[config.mk]
export PLATFORM = sky130hd
export DESIGN_NAME = patched_read_range_splitter_unit
export DESIGN_NICKNAME = d
export VERILOG_FILES = /design/src/prrs_pkg.sv /design/src/prrs_front.sv /design/src/prrs_queue.sv /design/src/prrs_back.sv /design/src/patched_read_range_splitter_unit.sv
export VERILOG_INCLUDE_DIRS = /design/src /design/src/src
export SDC_FILE = /design/constraint.sdc
export NUM_CORES = 2
export LEC_CHECK = 0
export BUFFER_PORTS_ARGS = -buffer_cell sky130_fd_sc_hd__buf_2
export CAP_MARGIN = 40
export CORE_ASPECT_RATIO = 0.8
export CORE_MARGIN = 2
export CORE_UTILIZATION = 57
export CTS_CLUSTER_DIAMETER = 60
export CTS_CLUSTER_SIZE = 40
export DETAILED_ROUTE_END_ITERATION = 16
export GPL_ROUTABILITY_DRIVEN = 0
export HOLD_SLACK_MARGIN = 0.15
export PLACE_DENSITY = 0.84
export SLEW_MARGIN = 20
export SYNTH_ARGS = -nofsm -noshare
export SYNTH_HDL_FRONTEND = slang
export SYNTH_SLANG_ARGS = --single-unit
[constraint.sdc]
create_clock -name clk -period 17.69 [get_ports clk]
set_clock_uncertainty 0.15 [all_clocks]
set_input_delay 4.4225 -clock clk [delete_from_list [all_inputs] [get_ports clk]]
set_output_delay 4.4225 -clock clk [all_outputs]
set_load 0.01 [all_outputs]
[src/patched_read_range_splitter_unit_defines.svh]
// assertion macros for the read range splitter top level
`ifndef PATCHED_READ_RANGE_SPLITTER_UNIT_DEFINES_SVH
`define PATCHED_READ_RANGE_SPLITTER_UNIT_DEFINES_SVH
`ifndef SYNTHESIS
// same-cycle implication on clk, off during rst
`define PRRS_ASSERT_NOW(label, ante, cons, msg) \
  label: assert property (@(posedge clk) disable iff (rst) (ante) |-> (cons)) else $error(msg);
// next-cycle implication on clk, off during rst
`define PRRS_ASSERT_NXT(label, ante, cons, msg) \
  label: assert property (@(posedge clk) disable iff (rst) (ante) |=> (cons)) else $error(msg);
`else
`define PRRS_ASSERT_NOW(label, ante, cons, msg)
`define PRRS_ASSERT_NXT(label, ante, cons, msg)
`endif
`endif

[src/prrs_pkg.sv]
// types and constants of the read range splitter
`timescale 1ns / 1ps
package prrs_pkg;

  // word offset where the replacement area begins
  localparam logic [31:0] SPLIT_WORD = 32'h8000_0000;

  // default table depth
  localparam int MAX_ENTRIES_DEF = 16;

  // depth of the queue between front and back
  localparam int QUEUE_DEPTH = 2;

  // configuration port
  localparam int PADDR_W = 3;
  localparam int PDATA_W = 32;
  localparam logic [0:0] REG_ENTRY_COUNT = 1'b0;

  // input item kinds
  localparam logic KIND_LOAD = 1'b0;
  localparam logic KIND_READ = 1'b1;

  // segment sources
  localparam logic [1:0] SRC_DISC = 2'd0;
  localparam logic [1:0] SRC_FILE = 2'd1;
  localparam logic [1:0] SRC_ZERO = 2'd2;

  typedef struct packed {
    logic        kind;
    logic [3:0]  entry_index;
    logic [31:0] entry_start;
    logic [31:0] entry_words;
    logic [31:0] read_offset;
    logic [31:0] read_bytes;
  } req_t;

  typedef struct packed {
    logic [1:0]  source;
    logic [3:0]  entry_hit;
    logic [31:0] start_offset;
    logic [31:0] segment_bytes;
    logic        last;
  } seg_t;

  // classified command passed from front to back
  typedef enum logic [1:0] {
    CMD_LOAD  = 2'd0,
    CMD_DISC  = 2'd1,
    CMD_SPLIT = 2'd2,
    CMD_TABLE = 2'd3
  } cmd_op_t;

  typedef struct packed {
    cmd_op_t     op;
    logic [3:0]  slot;
    logic [31:0] off;   // entry start for load, word offset for reads
    logic [31:0] aux;   // entry words for load, disc segment bytes for reads
    logic [31:0] rest;  // bytes left for the table part
  } cmd_t;

  typedef struct packed {
    logic busy;
    logic walking;
  } bk_status_t;

endpackage

[src/prrs_front.sv]
// front stage: takes input items and classifies them into commands
`timescale 1ns / 1ps
module prrs_front (
  input  logic                clk,
  input  logic                rst,
  input  logic                req_valid,
  output logic                req_stall,
  input  prrs_pkg::req_t      req,
  output logic                cmd_valid,
  input  logic                cmd_ready,
  output prrs_pkg::cmd_t      cmd
);

  logic           cmd_valid_next;
  prrs_pkg::cmd_t class_cmd;
  logic           class_keep;
  logic [31:0]    len_w;
  logic [31:0]    end_word;
  logic [31:0]    off_x4;
  logic           accept;
  logic           push;

  // byte length rounded down to words, last word touched, offset in bytes
  assign len_w    = {req.read_bytes[31:2], 2'b00};
  assign end_word = req.read_offset + {2'b00, req.read_bytes[31:2]} - 32'd1;
  assign off_x4   = {req.read_offset[29:0], 2'b00};

  // classify the item
  always_comb begin
    class_cmd.op   = prrs_pkg::CMD_LOAD;
    class_cmd.slot = req.entry_index;
    class_cmd.off  = req.entry_start;
    class_cmd.aux  = req.entry_words;
    class_cmd.rest = 32'd0;
    class_keep     = 1'b1;
    if (req.kind == prrs_pkg::KIND_READ) begin
      class_cmd.off = req.read_offset;
      if (len_w == 32'd0) begin
        class_keep = 1'b0;
      end else if (!req.read_offset[31]) begin
        if (!end_word[31]) begin
          class_cmd.op  = prrs_pkg::CMD_DISC;
          class_cmd.aux = len_w;
        end else begin
          // head up to the boundary, the rest goes on at the boundary
          class_cmd.op   = prrs_pkg::CMD_SPLIT;
          class_cmd.aux  = 32'd0 - off_x4;
          class_cmd.rest = len_w + off_x4;
        end
      end else begin
        class_cmd.op   = prrs_pkg::CMD_TABLE;
        class_cmd.aux  = 32'd0;
        class_cmd.rest = len_w;
      end
    end
  end

  // handshake
  assign push      = cmd_valid && cmd_ready;
  assign req_stall = cmd_valid && !cmd_ready;
  assign accept    = req_valid && !req_stall;

  always_comb begin
    cmd_valid_next = cmd_valid;
    if (accept) begin
      cmd_valid_next = class_keep;
    end else if (push) begin
      cmd_valid_next = 1'b0;
    end
  end

  // command register
  always_ff @(posedge clk) begin
    if (rst) begin
      cmd_valid <= 1'b0;
    end else begin
      cmd_valid <= cmd_valid_next;
    end
  end

  always_ff @(posedge clk) begin
    if (accept) begin
      cmd <= class_cmd;
    end
  end

endmodule

[src/prrs_queue.sv]
// short command queue between front and back
`timescale 1ns / 1ps
module prrs_queue (
  input  logic           clk,
  input  logic           rst,
  input  logic           push_valid,
  output logic           push_ready,
  input  prrs_pkg::cmd_t push_cmd,
  output logic           pop_valid,
  input  logic           pop,
  output prrs_pkg::cmd_t pop_cmd
);

  localparam int DEPTH = prrs_pkg::QUEUE_DEPTH;
  localparam int PW    = (DEPTH > 1) ? $clog2(DEPTH) : 1;
  localparam int CNTW  = $clog2(DEPTH + 1);

  prrs_pkg::cmd_t  slots [DEPTH];
  logic [PW-1:0]   wr_ptr;
  logic [PW-1:0]   rd_ptr;
  logic [CNTW-1:0] count;
  logic            do_push;
  logic            do_pop;

  assign push_ready = (count != CNTW'(DEPTH));
  assign pop_valid  = (count != '0);
  assign pop_cmd    = slots[rd_ptr];
  assign do_push    = push_valid && push_ready;
  assign do_pop     = pop && pop_valid;

  // pointers and fill count
  always_ff @(posedge clk) begin
    if (rst) begin
      wr_ptr <= '0;
      rd_ptr <= '0;
      count  <= '0;
    end else begin
      if (do_push) begin
        wr_ptr <= (wr_ptr == PW'(DEPTH - 1)) ? '0 : wr_ptr + PW'(1);
      end
      if (do_pop) begin
        rd_ptr <= (rd_ptr == PW'(DEPTH - 1)) ? '0 : rd_ptr + PW'(1);
      end
      if (do_push && !do_pop) begin
        count <= count + CNTW'(1);
      end else if (do_pop && !do_push) begin
        count <= count - CNTW'(1);
      end
    end
  end

  // storage
  always_ff @(posedge clk) begin
    if (do_push) begin
      slots[wr_ptr] <= push_cmd;
    end
  end

endmodule

[src/prrs_back.sv]
// back stage: table store, binary search and segment walk
`timescale 1ns / 1ps
module prrs_back #(
  parameter int MAX_ENTRIES = prrs_pkg::MAX_ENTRIES_DEF
) (
  input  logic                 clk,
  input  logic                 rst,
  input  logic [4:0]           entry_count,
  input  logic                 q_valid,
  input  prrs_pkg::cmd_t       q_cmd,
  output logic                 q_pop,
  output logic                 seg_valid,
  input  logic                 seg_stall,
  output prrs_pkg::seg_t       seg,
  output prrs_pkg::bk_status_t status
);

  localparam int CW = $clog2(MAX_ENTRIES + 1);
  localparam int AW = (MAX_ENTRIES > 1) ? $clog2(MAX_ENTRIES) : 1;

  typedef enum logic [5:0] {
    ST_IDLE  = 6'b000001,
    ST_SADDR = 6'b000010,
    ST_SEVAL = 6'b000100,
    ST_WADDR = 6'b001000,
    ST_WEVAL = 6'b010000,
    ST_WEMIT = 6'b100000
  } state_t;

  state_t         state, state_next;
  logic [CW-1:0]  lo, lo_next;
  logic [CW-1:0]  span, span_next;
  logic [CW-1:0]  k_r, k_next;
  logic [CW-1:0]  idx, idx_next;
  logic [31:0]    off_r, off_next;
  logic [31:0]    len_r, len_next;
  logic [31:0]    skip_r, skip_next;
  logic [31:0]    raw_r, raw_next;
  logic           seg_valid_next;
  prrs_pkg::seg_t seg_next;

  logic [31:0]    mem_start [MAX_ENTRIES];
  logic [31:0]    mem_words [MAX_ENTRIES];
  logic [31:0]    rd_start;
  logic [31:0]    rd_words;
  logic [AW-1:0]  rd_addr;
  logic [AW-1:0]  wr_addr;
  logic           mem_we;

  logic [CW-1:0]  n_cnt;
  logic [CW-1:0]  k_mid;
  logic [31:0]    e_sum;
  logic           probe_right;
  logic           probe_hit;
  logic [CW-1:0]  span_step;
  logic [32:0]    diff;
  logic [31:0]    seg_bytes;
  logic [31:0]    len_left;
  logic           out_free;
  logic           slot_ok;

  // entries in use, capped at the table depth
  assign n_cnt = ({27'd0, entry_count} > 32'(MAX_ENTRIES)) ? CW'(MAX_ENTRIES)
                                                           : CW'(entry_count);

  assign out_free = !seg_valid || !seg_stall;
  assign slot_ok  = ({28'd0, q_cmd.slot} < 32'(MAX_ENTRIES));
  assign wr_addr  = AW'(q_cmd.slot);

  // search probe
  assign k_mid       = lo + (span >> 1);
  assign e_sum       = rd_start + rd_words;
  assign probe_right = (off_r > rd_start);
  assign probe_hit   = (rd_start == off_r) || (probe_right && (e_sum > off_r));
  assign span_step   = probe_right ? ((span - CW'(1)) >> 1) : (span >> 1);

  // clip the segment to the bytes left
  assign diff      = {1'b0, len_r} - {1'b0, raw_r};
  assign seg_bytes = diff[32] ? len_r : raw_r;
  assign len_left  = diff[32] ? 32'd0 : diff[31:0];

  assign rd_addr = (state == ST_SADDR) ? AW'(k_mid) : AW'(idx);

  // sequencer
  always_comb begin
    state_next     = state;
    lo_next        = lo;
    span_next      = span;
    k_next         = k_r;
    idx_next       = idx;
    off_next       = off_r;
    len_next       = len_r;
    skip_next      = skip_r;
    raw_next       = raw_r;
    seg_valid_next = seg_valid && seg_stall;
    seg_next       = seg;
    q_pop          = 1'b0;
    mem_we         = 1'b0;
    unique case (state)
      ST_IDLE: begin
        if (q_valid && out_free) begin
          q_pop = 1'b1;
          unique case (q_cmd.op)
            prrs_pkg::CMD_LOAD: begin
              mem_we = slot_ok;
            end
            prrs_pkg::CMD_DISC: begin
              seg_valid_next = 1'b1;
              seg_next = '{prrs_pkg::SRC_DISC, 4'd0, q_cmd.off, q_cmd.aux, 1'b1};
            end
            prrs_pkg::CMD_SPLIT: begin
              seg_valid_next = 1'b1;
              seg_next = '{prrs_pkg::SRC_DISC, 4'd0, q_cmd.off, q_cmd.aux,
                           (q_cmd.rest == 32'd0)};
              if (q_cmd.rest != 32'd0) begin
                off_next  = prrs_pkg::SPLIT_WORD;
                len_next  = q_cmd.rest;
                lo_next   = '0;
                span_next = n_cnt;
                idx_next  = n_cnt;
                state_next = (n_cnt == '0) ? ST_WADDR : ST_SADDR;
              end
            end
            prrs_pkg::CMD_TABLE: begin
              off_next  = q_cmd.off;
              len_next  = q_cmd.rest;
              lo_next   = '0;
              span_next = n_cnt;
              idx_next  = n_cnt;
              state_next = (n_cnt == '0) ? ST_WADDR : ST_SADDR;
            end
          endcase
        end
      end
      ST_SADDR: begin
        k_next     = k_mid;
        state_next = ST_SEVAL;
      end
      ST_SEVAL: begin
        if (probe_hit) begin
          idx_next   = k_r;
          state_next = ST_WADDR;
        end else begin
          if (probe_right) begin
            lo_next = k_r + CW'(1);
          end
          span_next = span_step;
          if (span_step == '0) begin
            idx_next   = n_cnt;
            state_next = ST_WADDR;
          end else begin
            state_next = ST_SADDR;
          end
        end
      end
      ST_WADDR: begin
        if (idx >= n_cnt) begin
          // miss or table exhausted
          if (out_free) begin
            seg_valid_next = 1'b1;
            seg_next = '{prrs_pkg::SRC_ZERO, 4'd0, 32'd0, len_r, 1'b1};
            state_next = ST_IDLE;
          end
        end else begin
          state_next = ST_WEVAL;
        end
      end
      ST_WEVAL: begin
        skip_next  = (off_r - rd_start) << 2;
        raw_next   = (rd_words + rd_start - off_r) << 2;
        state_next = ST_WEMIT;
      end
      ST_WEMIT: begin
        if (out_free) begin
          seg_valid_next = 1'b1;
          seg_next = '{prrs_pkg::SRC_FILE, 4'(idx), skip_r, seg_bytes,
                       (len_left == 32'd0)};
          len_next   = len_left;
          off_next   = off_r + {2'b00, seg_bytes[31:2]};
          idx_next   = idx + CW'(1);
          state_next = (len_left == 32'd0) ? ST_IDLE : ST_WADDR;
        end
      end
      default: begin
        state_next = ST_IDLE;
      end
    endcase
  end

  // control registers
  always_ff @(posedge clk) begin
    if (rst) begin
      state     <= ST_IDLE;
      seg_valid <= 1'b0;
    end else begin
      state     <= state_next;
      seg_valid <= seg_valid_next;
    end
  end

  // working registers
  always_ff @(posedge clk) begin
    lo     <= lo_next;
    span   <= span_next;
    k_r    <= k_next;
    idx    <= idx_next;
    off_r  <= off_next;
    len_r  <= len_next;
    skip_r <= skip_next;
    raw_r  <= raw_next;
    seg    <= seg_next;
  end

  // range table, one write and one registered read per cycle
  always_ff @(posedge clk) begin
    if (mem_we) begin
      mem_start[wr_addr] <= q_cmd.off;
      mem_words[wr_addr] <= q_cmd.aux;
    end
    rd_start <= mem_start[rd_addr];
    rd_words <= mem_words[rd_addr];
  end

  assign status.busy    = (state != ST_IDLE);
  assign status.walking = (state == ST_WEMIT);

endmodule

[src/patched_read_range_splitter_unit.sv]
// Read range splitter top level. Items enter through a one-entry classify stage and
// a two-deep command queue, so the input takes a transfer every cycle until the queue
// fills. The back end handles one command at a time; a table load and a disc-only read
// each go straight from the idle state. Reads that reach the replacement area run a
// binary search over the table, each probe split into an address step and an evaluate
// step by the registered read of the table memory, then walk the replacement segments
// with a table read, offset math, and a clip and emit step for each, and close with a
// zero-fill segment where the table runs out. Output stalls hold the back end. The table has no
// reset; entries read before they are loaded give undefined segments.
`timescale 1ns / 1ps
`include "patched_read_range_splitter_unit_defines.svh"
module patched_read_range_splitter_unit #(
  parameter int MAX_ENTRIES = prrs_pkg::MAX_ENTRIES_DEF
) (
  input  logic                          clk,
  input  logic                          rst,
  input  logic                          req_valid,
  output logic                          req_stall,
  input  prrs_pkg::req_t                req,
  output logic                          seg_valid,
  input  logic                          seg_stall,
  output prrs_pkg::seg_t                seg,
  input  logic                          psel,
  input  logic                          penable,
  input  logic                          pwrite,
  input  logic [prrs_pkg::PADDR_W-1:0]  paddr,
  input  logic [prrs_pkg::PDATA_W-1:0]  pwdata,
  output logic [prrs_pkg::PDATA_W-1:0]  prdata,
  output logic                          pready
);

  logic                 entry_count;
  logic [4:0]           entry_count_q;
  logic                 cmd_valid;
  logic                 cmd_ready;
  prrs_pkg::cmd_t       cmd;
  logic                 q_valid;
  logic                 q_pop;
  prrs_pkg::cmd_t       q_cmd;
  prrs_pkg::bk_status_t bk_status;
  logic                 cfg_sel;

  // register decode
  assign pready      = 1'b1;
  assign cfg_sel     = (paddr[prrs_pkg::PADDR_W-1:2] == prrs_pkg::REG_ENTRY_COUNT);
  assign entry_count = psel && penable && pwrite && cfg_sel;

  always_ff @(posedge clk) begin
    if (rst) begin
      entry_count_q <= 5'd0;
    end else if (entry_count) begin
      entry_count_q <= pwdata[4:0];
    end
  end

  assign prdata = cfg_sel ? {27'd0, entry_count_q} : '0;

  // front: accept and classify
  prrs_front u_front (
    .clk       (clk),
    .rst       (rst),
    .req_valid (req_valid),
    .req_stall (req_stall),
    .req       (req),
    .cmd_valid (cmd_valid),
    .cmd_ready (cmd_ready),
    .cmd       (cmd)
  );

  // command queue
  prrs_queue u_queue (
    .clk        (clk),
    .rst        (rst),
    .push_valid (cmd_valid),
    .push_ready (cmd_ready),
    .push_cmd   (cmd),
    .pop_valid  (q_valid),
    .pop        (q_pop),
    .pop_cmd    (q_cmd)
  );

  // back: table, search and segment output
  prrs_back #(
    .MAX_ENTRIES (MAX_ENTRIES)
  ) u_back (
    .clk         (clk),
    .rst         (rst),
    .entry_count (entry_count_q),
    .q_valid     (q_valid),
    .q_cmd       (q_cmd),
    .q_pop       (q_pop),
    .seg_valid   (seg_valid),
    .seg_stall   (seg_stall),
    .seg         (seg),
    .status      (bk_status)
  );

  // checks
  `PRRS_ASSERT_NOW(a_zero_fill_last, seg_valid && seg.source == prrs_pkg::SRC_ZERO, seg.last, "zero fill segment not marked last")
  `PRRS_ASSERT_NOW(a_hit_only_file, seg_valid && seg.source != prrs_pkg::SRC_FILE, seg.entry_hit == 4'd0, "entry hit set on a non-replacement segment")
  `PRRS_ASSERT_NOW(a_file_from_walk, $rose(seg_valid) && seg.source == prrs_pkg::SRC_FILE, $past(bk_status.walking), "replacement segment not from the walk")
  `PRRS_ASSERT_NOW(a_rise_needs_work, $rose(seg_valid), $past(q_valid || bk_status.busy), "segment with no command pending")

endmodule

Yosys cells after proc, flatten, opt, wreduce, memory -nomap -nowiden. Memories as Yosys holds them, arrays and structs flattened. A register that Yosys moved wholly into a read port is not among the register bits. Cells that the tools add are included.

Memory bits (writable): 1228. Register bits after elaboration: 334. Memories kept: 3. Input port bits: 175. Output and inout bits: 106. Logic and storage cells: 197.

Memory list: u_back.mem_start (words 16, bits a word 32, read ports 1, clocked after Yosys merged registers in 1, wr ports 1, line prrs_back.sv:42) `logic [31:0] mem_start [MAX_ENTRIES];`; u_back.mem_words (words 16, bits a word 32, read ports 1, clocked after Yosys merged registers in 1, wr ports 1, line prrs_back.sv:43) `logic [31:0] mem_words [MAX_ENTRIES];`; u_queue.slots (words 2, bits a word 102, read ports 1, clocked after Yosys merged registers in 1, wr ports 1, line prrs_queue.sv:18) `prrs_pkg::cmd_t slots [DEPTH];`.

Magnitude comparators: 4. $add $sub $neg: 17. Eq/ne operators: 22. Reduce and logical (&&, ||, !) cells: 43. Bitwise gates (word level): 3. Multiplexer cells: 79.

Operator list (number): 2-to-1 mux 32 bit (10); 2-to-1 mux 71 bit (4); case mux 32 bit (2 select lines) (4); case mux 71 bit (3 select lines) (1); case mux 71 bit (2 select lines) (1); 2-to-1 mux 64 bit (2); zero test 32 bit (3); 2-to-1 mux 96 bit (1); adder 32 x 30 -> 32 bit (2); adder 32 bit (2); > comparator 32 bit (2); 2-to-1 mux 5 bit (12); subtractor 30 bit (2); case mux 5 bit (2 select lines) (4); 2-to-1 mux 6 bit (6); case mux 6 bit (6 select lines) (1); subtractor 32 x 32 -> 33 bit (1); equality test 32 bit (1); nonzero test 32 bit (1); subtractor 1 x 32 -> 32 bit (first input constant) (1); subtractor 32 x 1 -> 32 bit (second input constant) (1); 2-to-1 mux 1 bit (21); 2-to-1 mux 4 bit (5); AND reduction 6 bit (3); other kinds (36) (77).

Longest topological paths before layout.
Depth after elaboration: 9. Gate-level depth with buffers: 27.

By module. A second synthesis with hierarchy kept.

Cell total of the unflattened synthesis: 4892. Area, all modules: 73693.2 sq um.

Modules (own cells, without submodules): prrs_back (cells each 3641, instances 1, area an instance 57616.5 sq um, seq. area each 38627.0 sq um); prrs_front (cells each 853, instances 1, area an instance 7976.4 sq um, seq. area each 3022.9 sq um); prrs_queue (cells each 341, instances 1, area an instance 7604.8 sq um, seq. area each 6226.0 sq um); patched_read_range_splitter_unit (cells each 57, instances 1, area an instance 495.5 sq um, seq. area each 100.1 sq um).

Least setup slack after synthesis. No wires, ideal clock.

Kind: input to output. From: in paddr[2] (netlist name). To: out prdata[0] (netlist name). Buffers on the path: 0. Required time: 13.118 ns. Arrival time: 4.601 ns. Stages: 1. Path slack: 8.517 ns. Cells stage by stage: nor2b_1.

Word-level cells in the longest chain between the ends: 1.

RTL lines: from (decl) (line patched_read_range_splitter_unit.sv:26) `input logic [prrs_pkg::PADDR_W-1:0] paddr,`; 2-to-1 mux 5 bit (line patched_read_range_splitter_unit.sv:56) `assign prdata = cfg_sel ? {27'd0, entry_count_q} : '0;`; to (decl) (line patched_read_range_splitter_unit.sv:28) `output logic [prrs_pkg::PDATA_W-1:0] prdata,`.

Every way passes these cells.

Worst setup path after layout.
From: in paddr[2] (netlist name). To: out prdata[2] (netlist name).

The elaborated chain is that of the path after synthesis.

==> results summary <==
The insertion delay to the later sink of the worst-skew pair is around 730 ps. Of the total power, the share spent switching nets is 0.392. The storage element area came out at 47900 um2. The clock network fraction of design power is 0.144. The post-placement cell count is 6568.

For the pin with the worst max-slew slack, the measured transition is 1090 ps. The synthesized design contains 1621 register bits. The share of total power dissipated in combinational logic is 0.474. The cell area after layout came out at slightly below 80000 um2. The residual overflow from global routing came out at 0. The most critical setup path has its startpoint at paddr[2]. The utilization of the core after routing is 0.623. In this run the power density over the cells is about 170 nW/um2. The simple-gate share of the synthesized area is 0.0574.

The achievable clock frequency came out at 107 MHz. The initial antenna violation count is 5. In the finished design, the share of the clock period the worst path needs comes to 0.529. Setup repair after global routing left no endpoint under its margin. The number of nets in the finished design came out at 5427. The multi-input combinational cell area is 23600 um2. In the layout the commonest cells are 1539 x edfxtp_1, 272 x inv_1, 261 x ha_1. edfxtp_1 takes more of the synthesized area than any other cell. The minimum clock period after layout came out at between 9000 and 10000 ps. The mux share of post-synthesis cell area is 0.113. The via count of the first global-routing pass is 41300. The placed standard-cell area is 76600 um2. The vias per cell is 6.57. Leaving out fill and tap cells, the most frequent cell in the layout is edfxtp_1.

The wire length of the first global-routing pass is 264000 um. The post-synthesis instance area is ~73000 um2. The area added between synthesis and finish came out at 8.57%. The xor and xnor fraction of the mapped netlist area is 0.0242.

By area, the combinational part of the netlist is dominated by multiplexers. The maximum clock path buffer count came out at 3. The number of fill cells is ~8600. The number of iterations in the first detailed-routing pass is 8. The wire length per cell after detailed routing came out at 27.5 um. The level count of the clock H-tree came out at 2. The total setup violations reported at the end of the flow came out at 0.

The maximum number of pins on one net before global-route repair came out at 133. The sequential share of the synthesized area came out at 0.655. For this run, the leading register cell type out of synthesis is edfxtp_1. The detailed router's first-iteration violation count is 6677. The proportion of register bits with asynchronous set or reset after synthesis is 0.

The worst register-to-register path begins at u_back.len_r[2]$_DFFE_PP_. Of the total power, registers draw 0.383. The standard cell core area came out at 127000 um2. CTS placed an instance of clkbuf_16 at the clock tree root. The count of input and output buffers is about 220. The worst setup path is launched from an input pin. The average size of a mapped cell is about 15 um2.

The die span in x is about 400 um. The worst setup path is of the input pin to output pin kind. The synthesized-area fraction occupied by ao, oa, aoi and oai cells came to 0.0761. The distinct cell type count after synthesis is 88. The total negative slack for setup checks came out at 0 ps. Detailed placement ended at an HPWL of between 100000 and 150000 um. The number of non-filler instances in the completed layout is 6700. The total DRC errors in the routed layout is 0.

In this run the power spent charging and discharging nets is between 5 and 6 mW. The number of synthesized flops with an enable pin is ~1500. The wire length after detailed routing came out at between 150000 and 200000 um.

The die boundary height came out at 324 um. The die footprint is 131000 um2. The tool flagged a number of max-cap violations equal to 0. Of the total synthesized cell area, the portion taken by full adders, half adders and majority gates is 0.0466. Of the post-synthesis cell area, the dominant cell type holds 0.633. The remaining antenna violation count after routing is 0.

The count of cells resized by post-cts repair is 0. The min-delay analysis places its worst path in the category flop to flop. The max-slew violation count is 0.

The headroom to the max-slew limit is 0.271. The starting density of the core is 0.574. Post-CTS timing repair inserted 0 buffers for setup. The quantity of hold-fixing buffers added after cts came out at 0. The placement row count is 117.

The overall routing resource usage came out at 0.271. The share of post-route cells with drive strength above 1 came out at 0.166. The CTS tree is built. The run finished with clean final reports. The data required time of the critical path came out at ~13000 ps. Of all nets on the critical path, the largest fanout is 6.

The CTS buffer count came out at 59. The worst IR drop on VDD is 190 uV. The gate count of the mapped netlist came out at ~4800. The count of boundary I/O pins came out at around 280. The clock-pin transition on the worst setup and hold timing paths is 130 ps.

After synthesis, the cell types taking the most area are edfxtp_1 63%, mux4_2 7.9%, ha_1 4.5%. The clock net sink count is 1621. The static leakage power is 28.0 nW. The total of warnings raised by yosys is 0. The total via count after detailed routing is 44000.

The final hold violation count is 0. The worst setup path is captured at an output pin. The internal power came out at 8.41 mW. For the worst setup path, the data arrival time is 4790 ps. The startpoint identified for the worst hold timing path is u_front.cmd[39]$_DFFE_PP_.
## per-stage QoR
stage	total power, mW	setup slack [ps]	hold slack, ps
global route	14.5	8300	318
global placement	11.4	7990	275
finish	13.8	8330	302
CTS	13.7	8330	301
detailed placement	11.7	7990	281
floorplan	9.94	8520	271
## power by group through the flow
stage / Clock [mW] / Sequential [mW] / Combinational (mW)
2_1_floorplan: 0 / 5.27 / 4.68
3_3_place_gp: 0 / 5.36 / 6.04
3_5_place_dp: 0 / 5.37 / 6.29
4_1_cts: 1.99 / 5.28 / 6.38
5_1_grt: 2.10 / 5.31 / 7.07
6_report: 1.99 / 5.29 / 6.55
## cell families (layout without fill, tap and decap cells)
kind of cell,count (synthesis),after routing
buf+inv,484,701
fa+ha+maj,268,268
other cells,2,29
flops,1621,1621
compound gates,861,861
simple gates,858,858
mux,495,495
xor+xnor,201,201
## worst paths after layout
| check | end | slack [ps] | cells after the start |
|---|---|---|---|
| hold / removal | u_queue.slots[0][39]$_DFFE_PP_ | 300 | 0 |
| setup reg to reg | u_back.off_r[30]$_DFFE_PP_ | 9630 | 26 |
| setup / recovery | prdata[2] | 8330 | 3 |
| hold reg to reg | u_queue.slots[0][39]$_DFFE_PP_ | 300 | 0 |
## synthesized netlist by cell type, drive strengths merged, types with 25 or more instances
| library cell | instances |
|---|---|
| edfxtp | 1539 |
| inv | 272 |
| ha | 261 |
| mux4 | 256 |
| a21oi | 248 |
| nand2 | 242 |
| nor2 | 191 |
| o21ai | 172 |
| xnor2 | 146 |
| mux2i | 141 |
| clkbuf | 130 |
| mux2 | 98 |
| nor2b | 93 |
| nand3 | 83 |
| dfxtp | 82 |
| buf | 81 |
| a211oi | 79 |
| a21o | 70 |
| xor2 | 55 |
| nor3 | 51 |
| a22oi | 48 |
| nor4 | 35 |
| a22o | 34 |
| o21a | 34 |
| nand4 | 29 |
| and2 | 28 |
| o21bai | 28 |
| o22ai | 26 |
| and3 | 25 |
## registers in the layout, indices dropped and copies added, names as in the netlist, 6 cells and up, named ones only
| register | cells |
|---|---|
| u_queue.slots | 200 |
| u_back.mem_words | 512 |
| u_back.off_r | 32 |
| u_back.seg | 71 |
| u_back.len_r | 32 |
| u_back.skip_r | 30 |
| u_back.state | 6 |
| u_front.cmd | 100 |
| u_back.rd_start | 32 |
| u_back.rd_words | 32 |
| u_back.raw_r | 30 |
| u_back.mem_start | 512 |
## metal layers
metal | vias to the layer above | track usage | routed length [um] | share of wire
met3 | 345 | 0.0558 | 21300 | 0.12
met1 | 22000 | 0.384 | 70600 | 0.38
li1 | 18800 | - | - | -
met5 | - | 0 | 46 | 0.00025
met4 | 8 | 0.0724 | 5110 | 0.028
met2 | 2822 | 0.430 | 87300 | 0.47
## layout make-up
cell class	instances	area share
flip-flops and latches	1621	0.604
multi-input cells	2711	0.297
repair buffers	318	0.0316
well taps	1666	0.0263
clock buffers	66	0.0191
inverters	273	0.0130
clock inverters	44	0.00945
diodes	1	0.0000316
## critical path, stage by stage
cell,delay [ps]
buf_2,130
nor2b_1,100
buf_2,130
Power figures use the tool's default switching activity.
